File: src/hdl/lfurt_pkg.sv
package lfurt_pkg;

	localparam int ENTRIES    = 16;
	localparam int KEY_BITS   = 32;
	localparam int COUNT_BITS = 16;
	localparam int STAMP_BITS = 32;
	localparam int IDX_BITS   = $clog2(ENTRIES);
	localparam int TAG_W      = 32;
	localparam int VCOUNT_W   = 16;

	localparam logic [1:0] OP_ADD    = 2'd0;
	localparam logic [1:0] OP_TOUCH  = 2'd1;
	localparam logic [1:0] OP_REMOVE = 2'd2;

	typedef logic [KEY_BITS-1:0]   key_t;
	typedef logic [COUNT_BITS-1:0] count_t;
	typedef logic [STAMP_BITS-1:0] stamp_t;
	typedef logic [IDX_BITS-1:0]   idx_t;

	localparam count_t COUNT_MAX = '1;
	localparam count_t COUNT_ONE = count_t'(1);

	typedef struct packed {
		key_t   key;
		count_t count;
		stamp_t stamp;
	} row_t;

	typedef struct packed {
		logic start;
		logic step;
		logic vld;
		idx_t idx;
	} scan_ctl_t;

	typedef struct packed {
		logic   match_found;
		idx_t   match_idx;
		logic   add_new;
		logic   dropped;
		logic   remove_hit;
		logic   wr_en;
		idx_t   wr_idx;
		count_t wr_count;
		logic   victim_vld;
		key_t   victim_key;
		count_t victim_count;
	} scan_res_t;

endpackage

File: src/hdl/lfurt_ram.sv
module lfurt_ram #(
	parameter int WIDTH = 8,
	parameter int DEPTH = 16
) (
	input  logic                     clk,
	input  logic                     we,
	input  logic [$clog2(DEPTH)-1:0] waddr,
	input  logic [WIDTH-1:0]         wdata,
	input  logic [$clog2(DEPTH)-1:0] raddr,
	output logic [WIDTH-1:0]         rdata
);

	logic [WIDTH-1:0] mem_q [DEPTH];

	always_ff @(posedge clk) begin
		if (we) begin
			mem_q[waddr] <= wdata;
		end
		rdata <= mem_q[raddr];
	end

endmodule

File: src/hdl/lfurt_scan.sv
module lfurt_scan import lfurt_pkg::*; (
	input  logic      clk,
	input  logic      arst_n,
	input  scan_ctl_t ctl,
	input  row_t      row,
	input  logic [1:0] op,
	input  key_t      key,
	input  stamp_t    move_cnt,
	output scan_res_t res
);

	logic   match_found_q, free_found_q, best_vld_q;
	idx_t   match_idx_q, free_idx_q, best_idx_q;
	count_t match_count_q, best_count_q;
	stamp_t best_stamp_q;
	key_t   best_key_q;

	logic   hit, eff_vld, inc, better;
	count_t eff_count;
	stamp_t eff_stamp;

	// per-slot view after this beat's update
	always_comb begin
		hit       = ctl.vld && (row.key == key);
		eff_vld   = ctl.vld && !(hit && (op == OP_REMOVE));
		inc       = hit && (op == OP_TOUCH) && (row.count != COUNT_MAX);
		eff_count = inc ? row.count + COUNT_ONE : row.count;
		eff_stamp = inc ? move_cnt : row.stamp;
		better    = eff_vld && (!best_vld_q || (eff_count < best_count_q) ||
			((eff_count == best_count_q) && (eff_stamp < best_stamp_q)));
	end

	always_ff @(posedge clk or negedge arst_n) begin
		if (!arst_n) begin
			match_found_q <= 1'b0;
			free_found_q  <= 1'b0;
			best_vld_q    <= 1'b0;
		end else if (ctl.start) begin
			match_found_q <= 1'b0;
			free_found_q  <= 1'b0;
			best_vld_q    <= 1'b0;
		end else if (ctl.step) begin
			if (hit) begin
				match_found_q <= 1'b1;
			end
			if (!ctl.vld) begin
				free_found_q <= 1'b1;
			end
			if (better) begin
				best_vld_q <= 1'b1;
			end
		end
	end

	always_ff @(posedge clk) begin
		if (ctl.step) begin
			if (hit) begin
				match_idx_q   <= ctl.idx;
				match_count_q <= row.count;
			end
			if (!ctl.vld && !free_found_q) begin
				free_idx_q <= ctl.idx;
			end
			if (better) begin
				best_idx_q   <= ctl.idx;
				best_count_q <= eff_count;
				best_stamp_q <= eff_stamp;
				best_key_q   <= row.key;
			end
		end
	end

	logic add_try, touch_hit, new_wins;

	always_comb begin
		add_try   = (op == OP_ADD) && !match_found_q;
		touch_hit = (op == OP_TOUCH) && match_found_q && (match_count_q != COUNT_MAX);
		new_wins  = !best_vld_q || (COUNT_ONE < best_count_q) ||
			((best_count_q == COUNT_ONE) && ((move_cnt < best_stamp_q) ||
			((move_cnt == best_stamp_q) && (free_idx_q < best_idx_q))));

		res.match_found = match_found_q;
		res.match_idx   = match_idx_q;
		res.add_new     = add_try && free_found_q;
		res.dropped     = add_try && !free_found_q;
		res.remove_hit  = (op == OP_REMOVE) && match_found_q;
		res.wr_en       = res.add_new || touch_hit;
		res.wr_idx      = res.add_new ? free_idx_q : match_idx_q;
		res.wr_count    = res.add_new ? COUNT_ONE : match_count_q + COUNT_ONE;

		if (res.add_new && new_wins) begin
			res.victim_vld   = 1'b1;
			res.victim_key   = key;
			res.victim_count = COUNT_ONE;
		end else begin
			res.victim_vld   = best_vld_q;
			res.victim_key   = best_vld_q ? best_key_q : '0;
			res.victim_count = best_vld_q ? best_count_q : '0;
		end
	end

endmodule

File: src/hdl/lfu_replacement_tracker.sv
// LFU replacement tracker.
// Request channel (req_valid/req_ready) carries operation and key_tag:
// add, touch or remove of a key. Response channel (rsp_valid/rsp_ready)
// returns one beat per request: was_present, add_dropped and the current
// eviction victim (lowest count, earliest to reach it, lowest slot on ties).
// Each request is handled by one compare unit that walks the entry table,
// one slot per cycle, out of a registered-read RAM: accept, a scan of every
// slot, a drain state, then an update state that loads the response register.
// The block takes a new request only once the last has left its update
// state, req_ready high only while idle.
// The response register lets the next request be accepted while a
// response waits; that request holds in its update cycle until the
// pending beat is taken. Reset clears all valid bits, the move counter
// and the response valid; no clearing pass is needed.
module lfu_replacement_tracker import lfurt_pkg::*; (
	input  logic              clk,
	input  logic              arst_n,
	input  logic              req_valid,
	output logic              req_ready,
	input  logic [1:0]        operation,
	input  logic [TAG_W-1:0]  key_tag,
	output logic              rsp_valid,
	input  logic              rsp_ready,
	output logic              was_present,
	output logic              add_dropped,
	output logic              victim_valid,
	output logic [TAG_W-1:0]  victim_key,
	output logic [VCOUNT_W-1:0] victim_count
);

	localparam logic [1:0] ST_IDLE  = 2'd0;
	localparam logic [1:0] ST_SCAN  = 2'd1;
	localparam logic [1:0] ST_DRAIN = 2'd2;
	localparam logic [1:0] ST_FINAL = 2'd3;

	logic [1:0]   state_q;
	idx_t         cnt_q;
	logic         step_s1;
	idx_t         idx_s1;
	logic [ENTRIES-1:0] entry_valid_q;
	stamp_t       move_cnt_q;
	logic [1:0]   op_q;
	key_t         key_q;
	logic         rsp_valid_q;

	logic         accept, fin_go;
	scan_ctl_t    ctl;
	scan_res_t    res;
	row_t         rd_row, wr_row;
	logic [$bits(row_t)-1:0] rd_bits;

	assign req_ready = (state_q == ST_IDLE);
	assign accept    = req_valid && req_ready;
	assign fin_go    = (state_q == ST_FINAL) && (!rsp_valid_q || rsp_ready);
	assign rsp_valid = rsp_valid_q;

	assign rd_row = row_t'(rd_bits);
	always_comb begin
		wr_row.key   = key_q;
		wr_row.count = res.wr_count;
		wr_row.stamp = move_cnt_q;
		ctl.start    = accept;
		ctl.step     = step_s1;
		ctl.vld      = entry_valid_q[idx_s1];
		ctl.idx      = idx_s1;
	end

	lfurt_ram #(
		.WIDTH($bits(row_t)),
		.DEPTH(ENTRIES)
	) u_ram (
		.clk   (clk),
		.we    (fin_go && res.wr_en),
		.waddr (res.wr_idx),
		.wdata (wr_row),
		.raddr (cnt_q),
		.rdata (rd_bits)
	);

	lfurt_scan u_scan (
		.clk      (clk),
		.arst_n   (arst_n),
		.ctl      (ctl),
		.row      (rd_row),
		.op       (op_q),
		.key      (key_q),
		.move_cnt (move_cnt_q),
		.res      (res)
	);

	always_ff @(posedge clk or negedge arst_n) begin
		if (!arst_n) begin
			state_q       <= ST_IDLE;
			cnt_q         <= '0;
			step_s1       <= 1'b0;
			entry_valid_q <= '0;
			move_cnt_q    <= '0;
			rsp_valid_q   <= 1'b0;
		end else begin
			step_s1 <= (state_q == ST_SCAN);
			if (fin_go) begin
				rsp_valid_q <= 1'b1;
			end else if (rsp_valid_q && rsp_ready) begin
				rsp_valid_q <= 1'b0;
			end
			case (state_q)
				ST_IDLE: begin
					cnt_q <= '0;
					if (accept) begin
						state_q <= ST_SCAN;
					end
				end
				ST_SCAN: begin
					cnt_q <= cnt_q + idx_t'(1);
					if (cnt_q == idx_t'(ENTRIES - 1)) begin
						state_q <= ST_DRAIN;
					end
				end
				ST_DRAIN: begin
					state_q <= ST_FINAL;
				end
				ST_FINAL: begin
					if (fin_go) begin
						state_q <= ST_IDLE;
						if (res.wr_en) begin
							move_cnt_q <= move_cnt_q + stamp_t'(1);
						end
						if (res.add_new) begin
							entry_valid_q[res.wr_idx] <= 1'b1;
						end
						if (res.remove_hit) begin
							entry_valid_q[res.match_idx] <= 1'b0;
						end
					end
				end
				default: begin
					state_q <= ST_IDLE;
				end
			endcase
		end
	end

	always_ff @(posedge clk) begin
		idx_s1 <= cnt_q;
		if (accept) begin
			op_q  <= operation;
			key_q <= key_t'(key_tag);
		end
		if (fin_go) begin
			was_present  <= res.match_found;
			add_dropped  <= res.dropped;
			victim_valid <= res.victim_vld;
			victim_key   <= TAG_W'(res.victim_key);
			victim_count <= VCOUNT_W'(res.victim_count);
		end
	end

	a_add_fills_one: assert property (@(posedge clk) disable iff (!arst_n)
		fin_go && res.add_new |=>
		$countones(entry_valid_q) == $countones($past(entry_valid_q)) + 1)
		else $error("add did not claim exactly one slot");

	a_victim_tracks_valid: assert property (@(posedge clk) disable iff (!arst_n)
		rsp_valid_q |-> (victim_valid == (|entry_valid_q)))
		else $error("victim_valid disagrees with table occupancy");

	a_victim_count: assert property (@(posedge clk) disable iff (!arst_n)
		rsp_valid_q |-> ((victim_count != '0) == victim_valid))
		else $error("victim_count inconsistent with victim_valid");

	a_drop_when_full: assert property (@(posedge clk) disable iff (!arst_n)
		rsp_valid_q && add_dropped |-> (&entry_valid_q))
		else $error("add dropped while a slot was free");

	a_stamp_only_on_update: assert property (@(posedge clk) disable iff (!arst_n)
		!fin_go |=> $stable(move_cnt_q))
		else $error("move counter changed outside update cycle");

endmodule

File: config.mk
export PLATFORM = sky130hd
export DESIGN_NAME = lfu_replacement_tracker
export DESIGN_NICKNAME = d
export VERILOG_FILES = /design/src/hdl/lfurt_pkg.sv /design/src/hdl/lfurt_ram.sv /design/src/hdl/lfurt_scan.sv /design/src/hdl/lfu_replacement_tracker.sv
export SDC_FILE = /design/constraint.sdc
export NUM_CORES = 2
export LEC_CHECK = 0
export ABC_CLOCK_PERIOD_IN_PS = 12900
export BUFFER_PORTS_ARGS = -buffer_cell sky130_fd_sc_hd__buf_2
export CAP_MARGIN = 40
export CELL_PAD_IN_SITES_DETAIL_PLACEMENT = 1
export CELL_PAD_IN_SITES_GLOBAL_PLACEMENT = 2
export CORE_AREA = 3 3 504 506
export DETAILED_ROUTE_END_ITERATION = 8
export DIE_AREA = 0 0 507 509
export GPL_ROUTABILITY_DRIVEN = 0
export HOLD_SLACK_MARGIN = 0.15
export PLACE_DENSITY = 0.46
export SYNTH_ARGS = -nofsm -noshare
export SYNTH_HDL_FRONTEND = slang
export SYNTH_SLANG_ARGS = --single-unit
File: constraint.sdc
create_clock -name clk -period 12.9 [get_ports clk]
set_input_delay 1.935 -clock clk [delete_from_list [all_inputs] [get_ports clk]]
set_output_delay 1.935 -clock clk [all_outputs]
set_load 0.01 [all_outputs]
==> run_results.csv <==
group,metric,value,unit
route,wl_met3,5230,µm
setup_path,cp.required,13.34,ns
setup_path,endpoint_kind,"flop",
clocking,clkLatencyLatePin,0.83,ns
floorplan,start_util,0.2490,
clocking,cts_setup_buffers,0,
route,wl_per_cell,27.08,µm
timing,final_max_slew_viol_count,0,
outcome,status,"completed",
route,dr.pass1.iters,5,
global_route,grt_overflow,0,
power,vdd_drop_max,0.0001391,V
yosys,synth_edf_count,1473,
clocking,cts.sinks,1616,
route,drc,0,
clocking,cts_buffer_depth,3,
timing,fin_tns_setup,0,ns
yosys,yosys_warnings,0,
yosys,synth_nets,3069,
setup_path,cp.arrival,8.56,ns
setup_path,start_kind,"flop",
setup_path,r2r_setup_slack,4.78,ns
yosys,syn_area,62380,µm²
timing,timing.hold.ws,0.4491,ns
job,maxCapViolCount,0,
clocking,root_buffer,"clkbuf_16",
yosys,yosysTopAreaCellShare,0.7091,
setup_path,path_class,"reg2reg",
placement,port_buffers,90,
setup_path,crit_start,"key_q[30]$_DFFE_PP_",
route,routed.top_layer,"met4",
floorplan,die_y,509,µm
yosys,synth_area_per_cell,21.21,µm²
timing,fin_crit_sh,0.6293,
timing,finalClockSkew,0.05317,ns
finish,fillerInstances,25440,
floorplan,ios,91,
finish,fin_nets,3351,
clocking,cts-hold-fix-buffers,0,
yosys,synth_cell_types,56,
yosys,ys_seq_area_frac,0.7597,
route,ant_nets,0,
global_route,antenna_found_initial,15,
timing,finalSetupViolCount,0,
setup_path,endpoint,"u_scan.best_key_q[6]$_DFFE_PP_",
global_route,grt_usage,0.1413,
route,wl_met1,84410,µm
global_route,grt_max_degree,103,
yosys,synth_flop_cell,"edfxtp_1",
yosys,synthArstFlopShare,0.03651,
yosys,synth_area_leaders,"edfxtp_1 (71%), mux4_2 (14%), dfxtp_1 (2.7%)",
route,drt-initial-drc-count,1952,
clocking,htreeDepth,4,
global_route,grt_pass1_vias,32880,
setup_path,r2r_start,"key_q[30]$_DFFE_PP_",
power,p_per_area,190.7,nW/µm²
yosys,ys_seq_elements,1616,
global_route,grt_pass1_wl,259400,µm
timing,max_slew.worst_pin.slew,0.9326,ns
timing,rsz0062_at_grt,"false",
setup_path,cp_max_fo,41,
finish,drive_gt1_frac,0.2783,
clocking,cts_tree,"built",
clocking,cts_resized,0,
floorplan,fp.coreArea,250500,µm²
setup_path,r2r_cells,17,
finish,syn_to_final_growth,19.11,%
timing,hold_viol_final,0,
route,routed_wl,182400,µm
clocking,cts_buffers,185,
yosys,synthCells,2941,
power,leakagePower,0.02304,µW
setup_path,r2r_end,"u_scan.best_key_q[6]$_DFFE_PP_",
route,via_per_inst,4.430,
floorplan,fp-row-count,184,
timing,finalCriticalPeriod,8.117,ns
floorplan,dieArea,258100,µm²
timing,slew_headroom,0.3782,
clocking,clk_pin_slew,0.06,ns
placement,post-dp-hpwl,103800,µm
min_path,min_path_type,"reg2reg",
route,via_count,29850,
floorplan,die_w,507,µm
route,met2WireLength,89290,µm
timing,clock.fmax,123.2,MHz
yosys,yosysTopAreaCell,"edfxtp_1",
[Yosys cell counts, drive strengths merged, types with 11 or more instances]
| cell type | count |
|---|---|
| mux2i | 33 |
| nand3 | 39 |
| xnor2 | 27 |
| dfxtp | 84 |
| buf | 30 |
| dfrtp | 59 |
| o21ai | 21 |
| and3 | 28 |
| xor2 | 62 |
| a21oi | 55 |
| nor4 | 17 |
| nor3 | 22 |
| ha | 90 |
| mux4 | 405 |
| nor2b | 11 |
| clkbuf | 85 |
| inv | 101 |
| nand2 | 87 |
| edfxtp | 1473 |
| nand4 | 29 |
| nor2 | 67 |
| mux2 | 33 |
[cell usage in the layout (no fill, tap or decap), types with 27 or more instances in the layout]
master	netlist	routed
a21oi_1	55	55
and3_1	28	28
buf_2	5	91
buf_4	0	90
clkbuf_1	85	57
clkbuf_16	0	187
clkinv_2	0	28
dfrtp_1	59	54
dfxtp_1	84	84
edfxtp_1	1473	1473
ha_1	90	90
inv_1	100	98
mux2_2	33	33
mux2i_1	33	33
mux4_2	401	401
nand2_1	87	87
nand3_1	39	38
nand4_1	29	29
nor2_1	67	51
xnor2_1	27	27
xor2_1	62	62
[worst max-delay path, stage by stage, from the launching register on]
cell      delay (ns)
edfxtp_1        0.64
xor2_1          0.29
nor4_1          0.76
nand4_1         0.43
nor2_1          0.67
nand3_4         0.38
buf_4           0.38
mux2_2          0.36
ha_1            0.31
a21o_1          0.19
a211oi_1        0.23
a21oi_1         0.10
o21ai_0         0.26
a21oi_1         0.16
o41a_1          0.47
a311oi_4        0.56
buf_4           0.66
buf_4           0.73
[flip-flops by register name, indices dropped and copies added, names as in the netlist, 2 cells and up]
register and flops:
u_scan.match_count_q 16, u_scan.best_key_q 32, cnt_q 4, state_q 2, u_scan.best_idx_q 4, entry_valid_q 16
u_ram.mem_q 1280, move_cnt_q 32, key_q 32, u_scan.best_count_q 16, idx_s1 4, victim_count 16
op_q 2, u_ram.rdata 80, victim_key 32, u_scan.match_idx_q 4, u_scan.best_stamp_q 32, u_scan.free_idx_q 4
[final cells by class]
cell class	instances	area, µm²	area share
clock inverter	92	1099	0.01478
antenna	4	10.01	0.0001347
clock buffer	257	5072	0.06827
timing repair buffer	210	1803	0.02426
tap	3348	4189	0.05638
inverter	101	381.6	0.005136
multi-input combinational	1109	14340	0.1930
sequential	1616	47410	0.6380
[logic make-up (layout without fill, tap and decap cells)]
logic type | after synthesis | in the layout | share of synthesized area
flip-flops | 1616 | 1616 | 0.7597
multiplexers | 471 | 471 | 0.1577
AND/OR/NAND/NOR | 338 | 338 | 0.02718
buffers and inverters | 216 | 660 | 0.01310
AO/OA/AOI/OAI | 121 | 121 | 0.01177
adder cells (fa/ha/maj) | 90 | 90 | 0.01805
XOR/XNOR | 89 | 89 | 0.01250
other | 0 | 4 | 0
[where the power goes]
part	internal [µW]	total, µW	switching [µW]
sequential	6140	6510	370
combinational	1120	2360	1240
clock	3110	5300	2200
[how the worst min path moves through the flow]
stage,slack (ns),endpoint,from,cells past startpoint
after floorplan,0.35,idx_s1[3]$_DFF_P_,cnt_q[3]$_DFFE_PN0P_,0
after global placement,0.43,u_scan.best_key_q[3]$_DFFE_PP_,u_ram.rdata[51]$_DFF_P_,0
after detailed placement,0.44,u_scan.best_key_q[7]$_DFFE_PP_,u_ram.rdata[55]$_DFF_P_,0
after CTS,0.45,u_scan.best_key_q[7]$_DFFE_PP_,u_ram.rdata[55]$_DFF_P_,0
after global routing,0.47,u_scan.best_key_q[16]$_DFFE_PP_,u_ram.rdata[64]$_DFF_P_,0
final,0.45,u_scan.best_key_q[4]$_DFFE_PP_,u_ram.rdata[52]$_DFF_P_,0
[metrics by stage]
| step | cell area (µm²) | cells | worst slack (ns) | total power (µW) | util |
|---|---|---|---|---|---|
| 3_5_place_dp | 68120 | 6383 | 4.473 | 9068 | 0.2719 |
| 2_1_floorplan | 62380 | 2941 | 2.052 | 8030 | - |
| 4_1_cts | 74290 | 6732 | 4.444 | 14450 | 0.2966 |
| 3_3_place_gp | 67430 | 6346 | 4.511 | 8999 | 0.2692 |
| 5_1_grt | 74300 | 6734 | 4.257 | 14810 | 0.2966 |
| 6_report | 74300 | 6737 | 4.783 | 14170 | 0.2966 |
[metal layers]
layer  global-route usage  vias up
li1                     -    12670
met1               0.1933    16470
met2               0.2359      477
met3              0.02050      230
met4              0.03490        0
met5                    0        -
Note: power is estimated with default switching activity, not from simulation.
